### src/idtb_pkg.sv
// Shared types and constants of the isometric diamond tile blitter.
package idtb_pkg;

    localparam int QUEUE_DEPTH = 4;
    localparam int QUEUE_PTR_W = 2;
    localparam int QUEUE_CNT_W = 3;

    localparam logic [1:0] SIZE_SMALL  = 2'd0;
    localparam logic [1:0] SIZE_MEDIUM = 2'd1;

    localparam logic [1:0] PART_TOP    = 2'd1;
    localparam logic [1:0] PART_BOTTOM = 2'd2;

    localparam logic [1:0] HALF_FULL   = 2'd0;
    localparam logic [1:0] HALF_LEFT   = 2'd1;

    localparam logic [4:0] HEIGHT_SMALL  = 5'd6;
    localparam logic [4:0] HEIGHT_MEDIUM = 5'd14;
    localparam logic [4:0] HEIGHT_LARGE  = 5'd30;

    localparam logic CFG_FRAME_BASE = 1'b0;
    localparam logic CFG_LINE_PITCH = 1'b1;

    localparam logic [23:0] FRAME_BASE_RESET = 24'd0;
    localparam logic [12:0] LINE_PITCH_RESET = 13'd640;

    typedef struct packed {
        logic [7:0]  pixel;
        logic        first;
        logic        emit;
        logic [4:0]  row;
        logic [5:0]  col;
        logic [11:0] dest_x;
        logic [11:0] dest_y;
    } queue_entry_t;

    typedef struct packed {
        logic [QUEUE_CNT_W-1:0] count;
        logic                   full;
        logic                   empty;
    } queue_status_t;

endpackage

### src/idtb_front.sv
// Front end: tracks row and column of the tile and classifies each source item.
module idtb_front (
    input  logic                  aclk,
    input  logic                  aresetn,
    input  logic                  in_valid,
    input  logic                  in_ready,
    input  logic [7:0]            pixel,
    input  logic                  first,
    input  logic [1:0]            tile_size,
    input  logic [1:0]            part,
    input  logic [1:0]            half,
    input  logic [11:0]           dest_x,
    input  logic [11:0]           dest_y,
    output logic                  push,
    output idtb_pkg::queue_entry_t entry
);

    logic [4:0] row_reg, row_next;
    logic [5:0] col_reg, col_next;
    logic [5:0] mode_reg, mode_next;

    logic       fire;
    logic [1:0] size_m, part_m, half_m;
    logic [4:0] r_cur, height, half_h;
    logic [5:0] c_cur, full_w, left, lvl2, col_out;
    logic [3:0] level;
    logic       in_rows, emit, live, row_end;

    assign fire = in_valid && in_ready;

    always_comb begin
        mode_next = first ? {half, part, tile_size} : mode_reg;
        r_cur     = first ? 5'd0 : row_reg;
        c_cur     = first ? 6'd0 : col_reg;
        size_m    = mode_next[1:0];
        part_m    = mode_next[3:2];
        half_m    = mode_next[5:4];
        unique case (size_m)
            idtb_pkg::SIZE_SMALL:  height = idtb_pkg::HEIGHT_SMALL;
            idtb_pkg::SIZE_MEDIUM: height = idtb_pkg::HEIGHT_MEDIUM;
            default:               height = idtb_pkg::HEIGHT_LARGE;
        endcase
        half_h  = height >> 1;
        live    = r_cur < height;
        level   = (r_cur < half_h) ? r_cur[3:0] : 4'(height - r_cur - 5'd1);
        lvl2    = {1'b0, level, 1'b0};
        full_w  = {level, 2'b10};
        left    = 6'(height) - 6'd2 - lvl2;
        in_rows = (part_m != idtb_pkg::PART_BOTTOM || r_cur >= half_h)
               && (part_m != idtb_pkg::PART_TOP || r_cur < half_h);
        emit    = 1'b0;
        col_out = left + c_cur;
        if (half_m == idtb_pkg::HALF_FULL) begin
            emit = in_rows;
        end else if (level != 4'd0 && (size_m == idtb_pkg::SIZE_SMALL || in_rows)) begin
            if (half_m == idtb_pkg::HALF_LEFT) begin
                emit    = c_cur >= lvl2 + 6'd2;
                col_out = c_cur - (lvl2 + 6'd2);
            end else begin
                emit = c_cur < lvl2;
            end
        end
        emit    = emit && live;
        row_end = ({1'b0, c_cur} + 7'd1) >= {1'b0, full_w};
        row_next = r_cur;
        col_next = c_cur;
        if (live) begin
            if (row_end) begin
                col_next = 6'd0;
                row_next = r_cur + 5'd1;
            end else begin
                col_next = c_cur + 6'd1;
            end
        end
    end

    always_ff @(posedge aclk) begin
        if (!aresetn) begin
            row_reg  <= 5'd0;
            col_reg  <= 6'd0;
            mode_reg <= 6'd0;
        end else if (fire) begin
            row_reg  <= row_next;
            col_reg  <= col_next;
            mode_reg <= mode_next;
        end
    end

    assign push         = fire && (emit || first);
    assign entry.pixel  = pixel;
    assign entry.first  = first;
    assign entry.emit   = emit;
    assign entry.row    = r_cur;
    assign entry.col    = col_out;
    assign entry.dest_x = dest_x;
    assign entry.dest_y = dest_y;

endmodule

### src/idtb_queue.sv
// Short first-in first-out queue between the front end and the back end.
module idtb_queue (
    input  logic                   aclk,
    input  logic                   aresetn,
    input  logic                   push,
    input  idtb_pkg::queue_entry_t push_entry,
    input  logic                   pop,
    output idtb_pkg::queue_entry_t pop_entry,
    output idtb_pkg::queue_status_t status
);

    idtb_pkg::queue_entry_t entries_reg [idtb_pkg::QUEUE_DEPTH];
    logic [idtb_pkg::QUEUE_PTR_W-1:0] wr_ptr_reg, wr_ptr_next;
    logic [idtb_pkg::QUEUE_PTR_W-1:0] rd_ptr_reg, rd_ptr_next;
    logic [idtb_pkg::QUEUE_CNT_W-1:0] count_reg, count_next;
    logic do_push, do_pop;

    assign status.count = count_reg;
    assign status.full  = count_reg == idtb_pkg::QUEUE_CNT_W'(idtb_pkg::QUEUE_DEPTH);
    assign status.empty = count_reg == '0;
    assign do_push      = push && !status.full;
    assign do_pop       = pop && !status.empty;
    assign pop_entry    = entries_reg[rd_ptr_reg];

    always_comb begin
        wr_ptr_next = do_push ? wr_ptr_reg + 1'b1 : wr_ptr_reg;
        rd_ptr_next = do_pop ? rd_ptr_reg + 1'b1 : rd_ptr_reg;
        count_next  = count_reg;
        if (do_push && !do_pop) begin
            count_next = count_reg + 1'b1;
        end else if (do_pop && !do_push) begin
            count_next = count_reg - 1'b1;
        end
    end

    always_ff @(posedge aclk) begin
        if (do_push) begin
            entries_reg[wr_ptr_reg] <= push_entry;
        end
    end

    always_ff @(posedge aclk) begin
        if (!aresetn) begin
            wr_ptr_reg <= '0;
            rd_ptr_reg <= '0;
            count_reg  <= '0;
        end else begin
            wr_ptr_reg <= wr_ptr_next;
            rd_ptr_reg <= rd_ptr_next;
            count_reg  <= count_next;
        end
    end

endmodule

### src/idtb_back.sv
// Back end: configuration registers, tile origin and framebuffer address pipeline.
module idtb_back #(
    parameter int ROW_STRIDE = 640,
    parameter int ADDR_BITS  = 24
) (
    input  logic                   aclk,
    input  logic                   aresetn,
    input  logic                   cfg_we,
    input  logic                   cfg_index,
    input  logic [23:0]            cfg_wdata,
    input  idtb_pkg::queue_entry_t q_entry,
    input  logic                   q_valid,
    output logic                   q_pop,
    output logic                   out_valid,
    input  logic                   out_ready,
    output logic [23:0]            out_address,
    output logic [7:0]             out_pixel
);

    localparam int AW = (ADDR_BITS < 24) ? ADDR_BITS : 24;

    logic [23:0]   frame_base_reg;
    logic [12:0]   line_pitch_reg;
    logic [AW-1:0] tile_base_reg;

    logic          a_valid_reg;
    logic          a_first_reg;
    logic          a_emit_reg;
    logic [7:0]    a_pixel_reg;
    logic [24:0]   a_prod_reg;
    logic [AW-1:0] a_xb_reg;
    logic [AW-1:0] a_off_reg;

    logic          m_valid_reg;
    logic [23:0]   m_address_reg;
    logic [7:0]    m_pixel_reg;

    logic          a_adv;
    logic [AW-1:0] base_new, base_sel, addr_sum;

    always_ff @(posedge aclk) begin
        if (!aresetn) begin
            frame_base_reg <= idtb_pkg::FRAME_BASE_RESET;
            line_pitch_reg <= idtb_pkg::LINE_PITCH_RESET;
        end else if (cfg_we) begin
            unique case (cfg_index)
                idtb_pkg::CFG_FRAME_BASE: frame_base_reg <= cfg_wdata;
                idtb_pkg::CFG_LINE_PITCH: line_pitch_reg <= cfg_wdata[12:0];
                default: ;
            endcase
        end
    end

    assign a_adv = !m_valid_reg || out_ready;
    assign q_pop = q_valid && (!a_valid_reg || a_adv);

    always_ff @(posedge aclk) begin
        if (q_pop) begin
            a_first_reg <= q_entry.first;
            a_emit_reg  <= q_entry.emit;
            a_pixel_reg <= q_entry.pixel;
            a_prod_reg  <= 25'(q_entry.dest_y) * 25'(line_pitch_reg);
            a_xb_reg    <= frame_base_reg[AW-1:0] + AW'(q_entry.dest_x);
            a_off_reg   <= AW'(32'(q_entry.row) * 32'(ROW_STRIDE)) + AW'(q_entry.col);
        end
    end

    always_comb begin
        base_new = a_xb_reg + AW'(a_prod_reg);
        base_sel = a_first_reg ? base_new : tile_base_reg;
        addr_sum = base_sel + a_off_reg;
    end

    always_ff @(posedge aclk) begin
        if (!aresetn) begin
            a_valid_reg   <= 1'b0;
            m_valid_reg   <= 1'b0;
            tile_base_reg <= '0;
        end else begin
            if (q_pop) begin
                a_valid_reg <= 1'b1;
            end else if (a_adv) begin
                a_valid_reg <= 1'b0;
            end
            if (a_valid_reg && a_adv) begin
                if (a_first_reg) begin
                    tile_base_reg <= base_new;
                end
                m_valid_reg <= a_emit_reg;
            end else if (out_ready) begin
                m_valid_reg <= 1'b0;
            end
        end
    end

    always_ff @(posedge aclk) begin
        if (a_valid_reg && a_adv && a_emit_reg) begin
            m_address_reg <= 24'(addr_sum);
            m_pixel_reg   <= a_pixel_reg;
        end
    end

    assign out_valid   = m_valid_reg;
    assign out_address = m_address_reg;
    assign out_pixel   = m_pixel_reg;

endmodule

### src/isometric_diamond_tile_blit_top.sv
// Top level of the isometric diamond tile blitter.
//
//   Port group   Direction   Carries
//   s_*          in          source items: pixel, tile start, mode, origin
//   m_*          out         framebuffer writes: address and pixel
//   cfg_*        in          register writes: frame base, line pitch
//
// One source item is accepted every cycle while the four-entry queue has room.
// A written pixel is offered on m_ once it has passed its queue slot,
// the address stage and the output register, in that order.
// Reset is synchronous and active low and clears counters, queue and tile origin.
// A stall on m_ fills the queue and only then drops s_tready.
module isometric_diamond_tile_blit_top #(
    parameter int ROW_STRIDE = 640,
    parameter int ADDR_BITS  = 24
) (
    input  logic        aclk,
    input  logic        aresetn,
    input  logic        s_tvalid,
    output logic        s_tready,
    input  logic [31:0] s_tdata,   // pixel[7:0], dest_x[19:8], dest_y[31:20]
    input  logic [6:0]  s_tuser,   // first[0], tile_size[2:1], part[4:3], half[6:5]
    output logic        m_tvalid,
    input  logic        m_tready,
    output logic [31:0] m_tdata,   // address[23:0], pixel_out[31:24]
    input  logic        cfg_we,
    input  logic        cfg_index,
    input  logic [23:0] cfg_wdata
);

    logic                    push, pop;
    idtb_pkg::queue_entry_t  push_entry, pop_entry;
    idtb_pkg::queue_status_t q_status;
    logic [23:0]             address;
    logic [7:0]              pixel_out;

    assign s_tready = !q_status.full;

    idtb_front u_front (
        .aclk      (aclk),
        .aresetn   (aresetn),
        .in_valid  (s_tvalid),
        .in_ready  (s_tready),
        .pixel     (s_tdata[7:0]),
        .first     (s_tuser[0]),
        .tile_size (s_tuser[2:1]),
        .part      (s_tuser[4:3]),
        .half      (s_tuser[6:5]),
        .dest_x    (s_tdata[19:8]),
        .dest_y    (s_tdata[31:20]),
        .push      (push),
        .entry     (push_entry)
    );

    idtb_queue u_queue (
        .aclk       (aclk),
        .aresetn    (aresetn),
        .push       (push),
        .push_entry (push_entry),
        .pop        (pop),
        .pop_entry  (pop_entry),
        .status     (q_status)
    );

    idtb_back #(
        .ROW_STRIDE (ROW_STRIDE),
        .ADDR_BITS  (ADDR_BITS)
    ) u_back (
        .aclk        (aclk),
        .aresetn     (aresetn),
        .cfg_we      (cfg_we),
        .cfg_index   (cfg_index),
        .cfg_wdata   (cfg_wdata),
        .q_entry     (pop_entry),
        .q_valid     (!q_status.empty),
        .q_pop       (pop),
        .out_valid   (m_tvalid),
        .out_ready   (m_tready),
        .out_address (address),
        .out_pixel   (pixel_out)
    );

    assign m_tdata = {pixel_out, address};

`ifndef SYNTHESIS
    a_count_bound: assert property (@(posedge aclk) disable iff (!aresetn)
        q_status.count <= idtb_pkg::QUEUE_CNT_W'(idtb_pkg::QUEUE_DEPTH))
        else $error("queue count exceeds its depth");

    a_push_grows: assert property (@(posedge aclk) disable iff (!aresetn)
        (push && !q_status.full && !pop) |=> q_status.count == $past(q_status.count) + 1'b1)
        else $error("queue did not grow on a push without a pop");

    a_pop_needs_item: assert property (@(posedge aclk) disable iff (!aresetn)
        pop |-> !q_status.empty)
        else $error("back end popped an empty queue");

    a_out_hold: assert property (@(posedge aclk) disable iff (!aresetn)
        (m_tvalid && !m_tready) |=> m_tvalid && $stable(m_tdata))
        else $error("output item changed while it waited");
`endif

endmodule
### config.mk
export PLATFORM = sky130hd
export DESIGN_NAME = isometric_diamond_tile_blit_top
export DESIGN_NICKNAME = d
export VERILOG_FILES = /design/src/idtb_pkg.sv /design/src/idtb_front.sv /design/src/idtb_queue.sv /design/src/idtb_back.sv /design/src/isometric_diamond_tile_blit_top.sv
export SDC_FILE = /design/constraint.sdc
export NUM_CORES = 1
export LEC_CHECK = 0
export ABC_CLOCK_PERIOD_IN_PS = 7000
export BUFFER_PORTS_ARGS = -buffer_cell sky130_fd_sc_hd__buf_2
export CAP_MARGIN = 20
export CORE_MARGIN = 5
export CORE_UTILIZATION = 40
export CTS_CLUSTER_DIAMETER = 40
export DETAILED_ROUTE_END_ITERATION = 10
export GPL_TIMING_DRIVEN = 0
export PLACE_DENSITY = 0.54
export RECOVER_POWER = 25
export SYNTH_ARGS = -nofsm -noshare
export SYNTH_HDL_FRONTEND = slang
export SYNTH_SLANG_ARGS = --single-unit
export TNS_END_PERCENT = 30
### constraint.sdc
create_clock -name aclk -period 7 [get_ports aclk]
set_input_delay 0 -clock aclk [delete_from_list [all_inputs] [get_ports aclk]]
set_output_delay 0 -clock aclk [all_outputs]
set_load 0.02 [all_outputs]
## Word level (Yosys, flattened, before mapping)

Memory sizes are Yosys's and may differ from the RTL's. A register that Yosys moved wholly into a read port is not among the register bits.
Cells that the tools add are included.

| cells by class | value |
|---|---|
| add/sub/neg operators | 18 |
| multipliers | 2 |
| order comparisons | 6 |
| eq/ne operators | 5 |
| mux-type cells | 26 |
| bitwise operators | 1 |
| reduce and logical (&&, ||, !) cells | 33 |

Operator list:

| cell | number |
|---|---|
| $add 24x24->24 | 2 |
| $mux 6 | 7 |
| $add 24x12->24 | 1 |
| $mul 12x13->24 | 1 |
| $mux 24 | 1 |
| $add 15x6->16 | 1 |
| $mux 5 | 3 |
| $logic_and 1x1->1 | 12 |
| $pmux 5 s2 | 1 |
| $mux 1 | 9 |
| $mul 5x3->8 const B | 1 |
| $add 6x1->7 const B | 1 |
| $ge 7x6->1 | 1 |
| $add 5x2->6 const B | 1 |
| $add 6x1->6 const B | 1 |
| $add 6x6->6 | 1 |
| $ge 6x6->1 | 1 |
| $logic_not 1->1 | 6 |
| $logic_or 1x1->1 | 6 |
| $lt 6x5->1 | 1 |
| $mux 3 | 2 |
| $reduce_bool 2->1 | 3 |
| $sub 5x2->6 const B | 1 |
| $sub 6x5->6 | 1 |
| 21 further kinds | 26 |

| storage, ports and cells | value |
|---|---|
| flip-flop bits (word level) | 201 |
| RAM bits | 180 |
| input bits | 69 |
| output and inout port bits | 34 |
| memories kept | 1 |

Memory list:

| memory | depth | width | rd ports | clocked after memory_dff | wr ports | line | source |
|---|---|---|---|---|---|---|---|
| u_queue.entries_reg | 4 | 45 | 1 | 1 | 1 | idtb_queue.sv:12 | `idtb_pkg::queue_entry_t entries_reg [idtb_pkg::QUEUE_DEPTH];` |

## Logic depth before layout (Yosys ltp)

Gate-level depths: netlist (run 1).

| depth | value |
|---|---|
| depth in word-level cells | 19 |
| gate-level depth with buffers | 26 |

## By module

Synthesis (run 1) repeated with hierarchy kept, for this count alone.

| unflattened totals | value |
|---|---|
| cell total of the unflattened synthesis | 1956 |
| area, all modules | 22537.9 um^2 |

By module, submodules not included:

| module | instances | cells an instance | area an instance (um^2) | sequential area each (um^2) |
|---|---|---|---|---|
| idtb_back | 1 | 1367 | 13123.8 | 4384.2 |
| idtb_queue | 1 | 283 | 7018.0 | 5585.4 |
| idtb_front | 1 | 304 | 2388.5 | 340.3 |
| isometric_diamond_tile_blit_top | 1 | 2 | 7.5 | 0.0 |

## Least setup slack after synthesis (run 1)

OpenSTA, ideal clock, no wires.

| path | value |
|---|---|
| path kind | register to register |
| from | register with a tool-made name |
| to | register u_back.a_prod_reg[23], data pin |
| setup time | 268 ps |
| arrival time | 5959 ps |
| slack | 774 ps |
| cell stages (with the launch flop) | 22 |
| buffers on the path | 3 |
| cells stage by stage | dfxtp_1 -> buf_2 -> buf_1 -> mux4_2 -> clkbuf_1 -> nand2_1 -> fa_1 -> fa_1 -> fa_1 -> inv_1 -> fa_1 -> inv_1 -> fa_1 -> inv_1 -> ha_1 -> nor4_1 -> o21ai_0 -> o211ai_1 -> a31oi_1 -> a21o_1 -> o41ai_1 -> xnor2_1 |

RTL lines:

| what | line | source |
|---|---|---|
| end signal, assigned | idtb_back.sv:62 | `a_prod_reg <= 25'(q_entry.dest_y) * 25'(line_pitch_reg);` |
| end, declared | idtb_back.sv:30 | `logic [24:0] a_prod_reg;` |

==> flow_summary.toml, run 1 <==
[clock_tree]
clk_latency_ns = 0.61
cts_root_buffer = "clkbuf_16"
cts_num_sinks = 373
cts.path.max_buffers = 3
cts_tree = "built"
cts.clk_slew.worst_paths_ns = 0.06
htreeDepth = 2
cts_made_buffers = 60

[final_layout]
nNetsFinal = 2503
diodes = 0
layout_common_cells = "edfxtp_1 (284), nand2_1 (264), inv_1 (188)"
area_delta_synth_final_pct = 19.70
fin_util_pct = 48.48
n_fill_cell = 5023
layout_commonest_cell = "edfxtp_1"
drive_gt1_share_pct = 11.45
largest_reg_flops = 180
multiInputGateArea_sq_um = 11070
seqCellArea_sq_um = 10310

[route]
via_per_inst = 4.982
first_pass_iters = 7
totalWireLength_mm = 52.29
antenna_left = 0
dr_total_vias = 14783
wl_per_cell_um = 17.62
drt_iter0_drc = 776
drc = 0

[worst_setup_path]
start_kind = "flop"
critPathSlowestCell = "mux4_2"
critPathRequiredTime_ns = 7.36
cp_max_fo = 18
cp-end-kind = "flop"
cp.arrival_ns = 6.89
path_common_cell = "fa_1"
crit_path_cell_trace = "clkbuf_4 > mux4_2 > clkbuf_1 > and2_1 > fa_1 > inv_1 > fa_1 > fa_1 > inv_1 > fa_1 > inv_1 > fa_1 > inv_1 > ha_1 > a21o_1 > o21ai_0 > a31oi_1 > a211o_1 > a21oi_1 > xnor2_1"
worst-setup-path-type = "reg -> reg"
max_stage_delay_ns = 0.64

[die]
core_sq_um = 55200
die_x_um = 246.4
core.rowCount = 86
io_pins = 103
die_h_um = 246.4
initial_core_util_pct = 40.50
fp.dieArea_sq_um = 60720

[sta]
timing.fmax_mhz = 153.1
tns_ns = 0
fin_crit_ns = 6.531
slew_headroom_pct = 41.19
drv_slew = 0
setup_violations = 0
rsz0062_at_grt = "false"
skew_ns = 0.02280
hold-worst-slack_ns = 0.01283
period_share_pct = 93.30
hold_viol_final = 0
tightest_slew_ns = 0.8802

[yosys]
async_flop_share_pct = 0
yosysWarnings = 0
syn_area_sq_um = 22360
ys_seq_elements = 373
synthCells = 1919
ys_types = 82
ys.flop_type = "edfxtp_1"
synth_nets = 2253
avgSynthCellArea_sq_um = 11.65
ys_seq_area_share_pct = 46.11
synth_edf_count = 284

[pwr]
power_density_nw_per_um2 = 476.3
internal_power_w = 0.007738
pwr-share-comb_pct = 50.2
p_clk_share_pct = 23.2
sw_frac_of_total_pct = 39.31
p_sw_w = 0.005011
leakage_nw = 10.72
irDropWorstVdd_mv = 0.2410
seqPwrFrac_pct = 26.6

[global_route]
first_global_vias = 15422
grt_max_degree = 34
grt_pass1_wl_mm = 83.19
use_met1_pct = 23.82
use_met2_pct = 28.82
antenna_found_initial = 4
grt_use_total_pct = 17.34
busiest_layer = "met2"
grt_overflow = 0
gr-usage-met3_pct = 2.582

[run_status]
status = "completed"

[worst_hold_path]
hold_class = "in -> reg"

[place]
dp_hpwl_mm = 40.01
portBuffers = 101
place.gp.congestion = 0.8698

[flow_run]
maxCapViolCount = 0
synth_stat cells (4+ instances only):
library cell  number  area, sq um
edfxtp_1         284         8528
nand2_1          264        991.0
inv_1            188        705.7
ha_1             147         1839
fa_1             118         2362
a21oi_1           89        445.4
dfxtp_1           89         1782
nor2_1            80        300.3
and2_1            76        475.5
xnor2_1           66        578.1
clkbuf_1          55        206.5
a21boi_0          46        345.3
mux4_2            45         1013
o21ai_0           42        210.2
xor2_1            35        306.5
nor2b_1           30        187.7
a21o_1            23        172.7
nand3_1           21        105.1
nor3_1            20        100.1
nand2b_1          16        100.1
mux2_2            13        146.4
o21a_1            13        97.59
buf_1             12        45.04
mux2i_1           11        110.1
nor3b_1            9        67.56
o211a_1            9        90.09
and3_1             8        50.05
a211oi_1           6        45.04
buf_2              6        30.03
nor4_1             6        37.54
or3_1              6        37.54
a31oi_1            5        31.28
o21bai_1           4        30.03
critical path: cells and delay by family (launching register included):
| family | cells | cell delay, ns |
|---|---|---|
| fa+ha+maj | 6 | 2.79 |
| buf+inv | 6 | 0.90 |
| flops | 1 | 0.30 |
| compound gates | 5 | 1.33 |
| xor+xnor | 1 | 0.07 |
| simple gates | 1 | 0.26 |
| mux | 1 | 0.64 |
through the flow:
step	instance area (sq um)	power, W	cells	worst slack [ns]
3_3_place_gp	23800	0.009806	2768	-0.5196
3_5_place_dp	23970	0.009907	2776	-0.2106
5_1_grt	26760	0.01377	2967	0.03855
4_1_cts	26840	0.01297	2970	0.1118
2_1_floorplan	22360	0.008281	1919	0.7736
6_report	26760	0.01275	2967	0.4688
worst paths after layout:
kind / from / endpoint / slack, ns / depth (start not counted)
max: flop / u_back.a_prod_reg[20] / 0.47 / 20
min: aresetn / u_front.mode_reg[3] / 0.01 / 2
max reg2reg: flop / u_back.a_prod_reg[20] / 0.47 / 20
min reg2reg: u_back.a_pixel_reg[1] / u_back.out_pixel[1] / 0.42 / 0
cell type report:
cell class	instances	area share [%]
Clock buffer	69	5.816
Timing Repair Buffer	192	5.306
Clock inverter	43	1.819
Tap cell	748	3.497
Multi-Input combinational cell	1284	41.37
Sequential cell	373	38.52
Inverter	188	2.637
Buffer	70	1.029
power by group through the flow:
| stage | clock network, W | logic, W | registers (W) |
|---|---|---|---|
| after floorplan | 0 | 0.00478 | 0.00350 |
| after global placement | 0 | 0.00633 | 0.00348 |
| after detailed placement | 0 | 0.00647 | 0.00344 |
| after CTS | 0.00303 | 0.00654 | 0.00339 |
| after global routing | 0.00313 | 0.00720 | 0.00344 |
| final | 0.00296 | 0.00640 | 0.00339 |
cell families (layout without fill, tap and decap cells):
group	count (synthesis)	in the layout	share of synthesized area [%]
AND/OR/NAND/NOR	556	556	11.79
flip-flops	373	373	46.11
AO/OA/AOI/OAI	291	291	9.139
adder cells (fa/ha/maj)	267	267	18.88
buffers and inverters	262	562	4.438
XOR/XNOR	101	101	3.957
multiplexers	69	69	5.680
metal layers:
layer / share of wire (%) / vias up
met5: 0.027 / -
met4: 2.1 / 4
met3: 4.3 / 68
met2: 47 / 271
met1: 46 / 7251
li1: - / 7189
timing repair:
item,in CTS,in global routing
buffers inserted,0,0
hold buffers,83,0
hold endpoints to repair,213,0
gates resized for setup,1,1
pin swaps,0,0
endpoints found under the setup margin,4,5
No activity file was read; power rests on OpenSTA's default activity.
==> inputs of run 2 (changes only) <==
--- a/config.mk
+++ b/config.mk
@@ -5,6 +5,7 @@
 export SDC_FILE = /design/constraint.sdc
 export NUM_CORES = 1
 export LEC_CHECK = 0
+export ABC_AREA = 1
 export ABC_CLOCK_PERIOD_IN_PS = 7000
 export BUFFER_PORTS_ARGS = -buffer_cell sky130_fd_sc_hd__buf_2
 export CAP_MARGIN = 20
==> run 2 against run 1 <==
Design area up 0.87%; global-route usage rose by 2.1 points; critical path depth rose by 6; synthesized cell count grew 26%; core utilization down 0.51 points; maximum frequency grew 1.9%; count of clock-buffer cells in the layout grew 1; largest cell class unchanged.
==> flow_summary.toml, run 2 <==
[run_status]
status = "completed"

[global_route]
grt_overflow = 0
antenna_found_initial = 1
grt_max_degree = 54
grt_use_total_pct = 19.39
first_global_vias = 17268
grt_pass1_wl_mm = 93.70

[yosys]
synthCells = 2412
synth_area_leaders = "edfxtp_1 (38%), fa_1 (10%), ha_1 (8.1%)"
yosysMostFrequentCell = "nand2_1"
ys_seq_area_share_pct = 45.51
synth_top_area_share_pct = 37.64
yosysWarnings = 0
synthTopCellsByCount = "nand2_1 (416), inv_1 (343), edfxtp_1 (284), nor2_1 (270), o21ai_0 (183)"
synth_nets = 2746
synth_edf_count = 284
async_flop_share_pct = 0
ys_seq_elements = 373
avgSynthCellArea_sq_um = 9.392
synth_top_cell_by_area = "edfxtp_1"
syn_area_sq_um = 22650
ys.flop_type = "edfxtp_1"
ys_types = 51

[clock_tree]
cts_tree = "built"
cts_made_buffers = 60
cts_root_buffer = "clkbuf_16"
clk_latency_ns = 0.61
cts.path.max_buffers = 3
cts.clk_slew.worst_paths_ns = 0.06
htreeDepth = 2
cts_num_sinks = 373

[sta]
rsz0062_at_grt = "false"
timing.fmax_mhz = 156.0
skew_ns = 0.02062
drv_slew = 0
tightest_slew_ns = 1.156
period_share_pct = 91.60
tns_ns = 0
hold_viol_final = 0
fin_crit_ns = 6.412
worst_slack_ns = 0.5881
setup_violations = 0
slew_headroom_pct = 22.94

[worst_setup_path]
cp_max_fo = 10
worst_r2r_endpoint = "u_back.a_prod_reg[21]"
cp-end-kind = "flop"
critPathRequiredTime_ns = 7.34
cp_top_family = "adder cells"
path_common_cell = "nand2_1"
worst-setup-path-type = "reg -> reg"
max_stage_delay_ns = 0.57
critPathSlowestCell = "fa_1"
start_kind = "flop"
crit_buf_inv = 7
worstRegToRegCells = 26
cp.arrival_ns = 6.75
r2r_setup_slack_ns = 0.59

[final_layout]
layout_common_cells = "nand2_1 (414), inv_1 (343), edfxtp_1 (284)"
fin_area_sq_um = 27000
fin_util_pct = 47.97
nNetsFinal = 2989
diodes = 0
largest_reg_flops = 180
n_fill_cell = 5354
area_delta_synth_final_pct = 19.17
drive_gt1_share_pct = 8.022
layout_commonest_cell = "nand2_1"

[route]
totalWireLength_mm = 60.11
drt_iter0_drc = 903
first_pass_iters = 5
drc = 0
wl_per_cell_um = 17.37
antenna_left = 0
via_per_inst = 4.976
dr_total_vias = 17223

[die]
die_x_um = 248.0
io_pins = 103
fp.dieArea_sq_um = 61490
die_h_um = 248.0
core.rowCount = 87
initial_core_util_pct = 40.25
core_sq_um = 56280

[place]
place.gp.congestion = 0.8730
place_area_sq_um = 24280
portBuffers = 102
pre_cts_ws_ns = 0.03376
dp_hpwl_mm = 45.37

[worst_hold_path]
hold_class = "in -> reg"
worstHoldStart = "cfg_we"
holdPathEnd = "u_back.line_pitch_reg[0]"
hold-path-cell-count = 4

[flow_run]
maxCapViolCount = 0
## run 2: stage by stage
| stage | hold slack [ns] | cells |
|---|---|---|
| floorplan | 0.09887 | 2412 |
| global placement | 0.2121 | 3270 |
| detailed placement | 0.2187 | 3277 |
| CTS | 0.002937 | 3459 |
| global route | 0.1081 | 3461 |
| finish | 0.04330 | 3461 |
## run 2: worst max path at each step
stage	startpoint	to	slack, ns	cells after the start
floorplan	flop	u_back.a_prod_reg[21]	1.28	27
global placement	u_front.row_reg[3]	u_queue.entries_reg[3][4]	-0.50	23
detailed placement	flop	u_back.a_prod_reg[21]	0.03	26
CTS	flop	u_back.a_prod_reg[21]	0.01	26
global route	flop	u_back.a_prod_reg[21]	0.07	27
finish	flop	u_back.a_prod_reg[21]	0.59	26
## run 2: cells by family after synthesis
kind of cell,after synthesis,synth area share [%]
buffers and inverters,429,7.224
and+or+nand+nor,857,15.67
DFF,373,45.51
muxes,5,0.2209
xor gates and xnor gates,87,3.364
adders and majority gates,265,18.55
AOI/OAI and AO/OA,396,9.461
## run 2: layer usage
layer | vias to the layer above | routed length [um] | GRT usage [%] | share of wire (%)
met4 | 0 | 1411 | 5.010 | 2.3
li1 | 8472 | - | - | -
met2 | 402 | 28420 | 32.71 | 47
met1 | 8248 | 27060 | 26.03 | 45
met5 | - | 0 | 0 | 0
met3 | 101 | 3216 | 3.425 | 5.4
## run 2: worst min-delay path: stages
cell and delay, ns:
buf_2 0.09, nand2_1 0.12, clkbuf_1 0.22, a21oi_1 0.17
## run 2: timing repair
item,in CTS,in global routing
hold endpoints to repair,192,0
resized for setup,0,14
setup endpoints to repair,0,5
setup buffers,0,4
hold buffers,70,0
## run 2: final cells by class
class                   count  area, sq um  area share [%]
repair buffers            183         1305           4.834
clock inverters            42        471.7           1.747
plain buffers              71        290.3           1.075
clock buffers              70         1570           5.816
well taps                 756        945.9           3.504
flip-flops and latches    373        10310           38.19
multi-input cells        1610        10750           39.83
inverters                 356         1350           5.001
Power of run 2 is not shown: default switching activity piles up to over one toggle a cycle in this logic, so the estimate is an artifact.
==> inputs of run 3 (changes only) <==
--- a/config.mk
+++ b/config.mk
@@ -14,7 +14,7 @@
 export CTS_CLUSTER_DIAMETER = 40
 export DETAILED_ROUTE_END_ITERATION = 10
 export GPL_TIMING_DRIVEN = 0
-export PLACE_DENSITY = 0.54
+export PLACE_DENSITY_LB_ADDON = 0.2
 export RECOVER_POWER = 25
 export SYNTH_ARGS = -nofsm -noshare
 export SYNTH_HDL_FRONTEND = slang
==> run 3 against run 2 <==
Wire length is 1.1% lower; non-clock buffer count grew 2; register-to-register slack got worse by 0.14 ns; design area is 0.84% higher; hold slack gained 0.058 ns; clock skew increased by 0.015 ns; via count increased by 0.71%; maximum frequency decreased by 2.1%; count of clock-buffer cells in the layout up 5; cell count grew 0.35%; die area unchanged; largest cell class unchanged; highest routed layer unchanged.
==> flow_summary.toml, run 3 (synthesis results as in run 2) <==
[clock_tree]
cts.path.max_buffers = 3
cts_num_sinks = 373
cts_root_buffer = "clkbuf_16"
htreeDepth = 3
clk_latency_ns = 0.60
cts_made_buffers = 66
cts.clk_slew.worst_paths_ns = 0.06
cts_tree = "built"

[worst_setup_path]
critPathSlowestCell = "fa_1"
path_common_cell = "nand2_1"
cp.arrival_ns = 6.88
max_stage_delay_ns = 0.56
cp-end-kind = "flop"
cp_max_fo = 10
worst-setup-path-type = "reg -> reg"
start_kind = "flop"
worstRegToRegCells = 26
critPathRequiredTime_ns = 7.33

[worst_hold_path]
hold_class = "in -> reg"
worstHoldStart = "aresetn"
hold-path-cell-count = 4

[die]
core.rowCount = 87
initial_core_util_pct = 40.25
die_h_um = 248.0
core_sq_um = 56280
die_x_um = 248.0
io_pins = 103
fp.dieArea_sq_um = 61490

[run_status]
status = "completed"

[sta]
setup_violations = 0
drv_slew = 0
fin_crit_ns = 6.552
period_share_pct = 93.61
slew_headroom_pct = 26.57
rsz0062_at_grt = "false"
timing.fmax_mhz = 152.6
skew_ns = 0.03600
hold_viol_final = 0
tightest_slew_ns = 1.101

[final_layout]
drive_gt1_share_pct = 8.134
nNetsFinal = 2997
area_delta_synth_final_pct = 20.17
fin_area_sq_um = 27220
fin_util_pct = 48.37
diodes = 0
layout_common_cells = "nand2_1 (415), inv_1 (343), edfxtp_1 (284)"
layout_commonest_cell = "nand2_1"
largest_reg_flops = 180

[global_route]
antenna_found_initial = 0
grt_use_total_pct = 19.41
grt_max_degree = 54
first_global_vias = 17212
grt_overflow = 0
grt_pass1_wl_mm = 93.85

[flow_run]
maxCapViolCount = 0

[route]
first_pass_iters = 6
dr_total_vias = 17345
top_layer = "met4"
wl_met2_mm = 28.67
drt_iter0_drc = 1195
wl_met1_mm = 26.53
route.met3.wl_mm = 3.150
antenna_left = 0
drc = 0
via_per_inst = 4.994
wl_per_cell_um = 17.12
totalWireLength_mm = 59.45

[place]
place.gp.congestion = 0.8869
dp_hpwl_mm = 45.18
place_area_sq_um = 24280
portBuffers = 102
run 3: cell types whose count changed in the layout (fill, tap and decap cells not counted), moves of 2 or more:
cell / delta
clkinv_1: +5
clkinv_4: +5
buf_4: +2
buf_2: -2
clkinv_16: +2
clkbuf_16: +6
clkinvlp_4: -7
run 3: final timing paths:
| check | to | slack [ns] |
|---|---|---|
| max | u_back.a_prod_reg[23] | 0.45 |
| min | u_back.line_pitch_reg[1] | 0.10 |
| max reg2reg | u_back.a_prod_reg[23] | 0.45 |
| min reg2reg | u_back.out_pixel[6] | 0.42 |
run 3: critical path, delay by kind of cell (launching register included):
kind | cells | cell delay, ns
AOI/OAI and AO/OA | 4 | 0.84
adders and majority gates | 6 | 2.90
DFF | 1 | 0.30
buffers and inverters | 7 | 1.17
xor gates and xnor gates | 1 | 0.16
and+or+nand+nor | 8 | 0.91
run 3: routing by layer:
| metal | up-vias | track usage (%) |
|---|---|---|
| met2 | 456 | 32.41 |
| met1 | 8319 | 26.48 |
| met5 | - | 0 |
| li1 | 8491 | - |
| met3 | 79 | 3.134 |
| met4 | 0 | 5.140 |
run 3: metrics by stage:
step	setup WS (ns)	std cells	hold WS [ns]	TNS [ns]
floorplan	1.284	2412	0.09887	0
global placement	-0.4909	3270	0.2120	-80.94
detailed placement	0.03778	3277	0.2172	0
CTS	0.03096	3470	0.06877	0
global route	0.01060	3473	0.1288	0
finish	0.4476	3473	0.1010	0
run 3: layout make-up:
cell class / instances / area, sq um
Buffer: 70 / 286.5
Clock inverter: 47 / 539.3
Tap cell: 756 / 945.9
Timing Repair Buffer: 186 / 1328
Multi-Input combinational cell: 1610 / 10750
Sequential cell: 373 / 10310
Clock buffer: 75 / 1717
Inverter: 356 / 1350
Fill cell: 5291 / 29050
run 3: what timing repair did:
item                                    CTS  global route
hold buffers                             71             0
endpoints found under the hold margin   185             0
resized for setup                         0            11
endpoints found under the setup margin    0             5
setup buffers                             0             6
Power of run 3 is left out for the same reason.
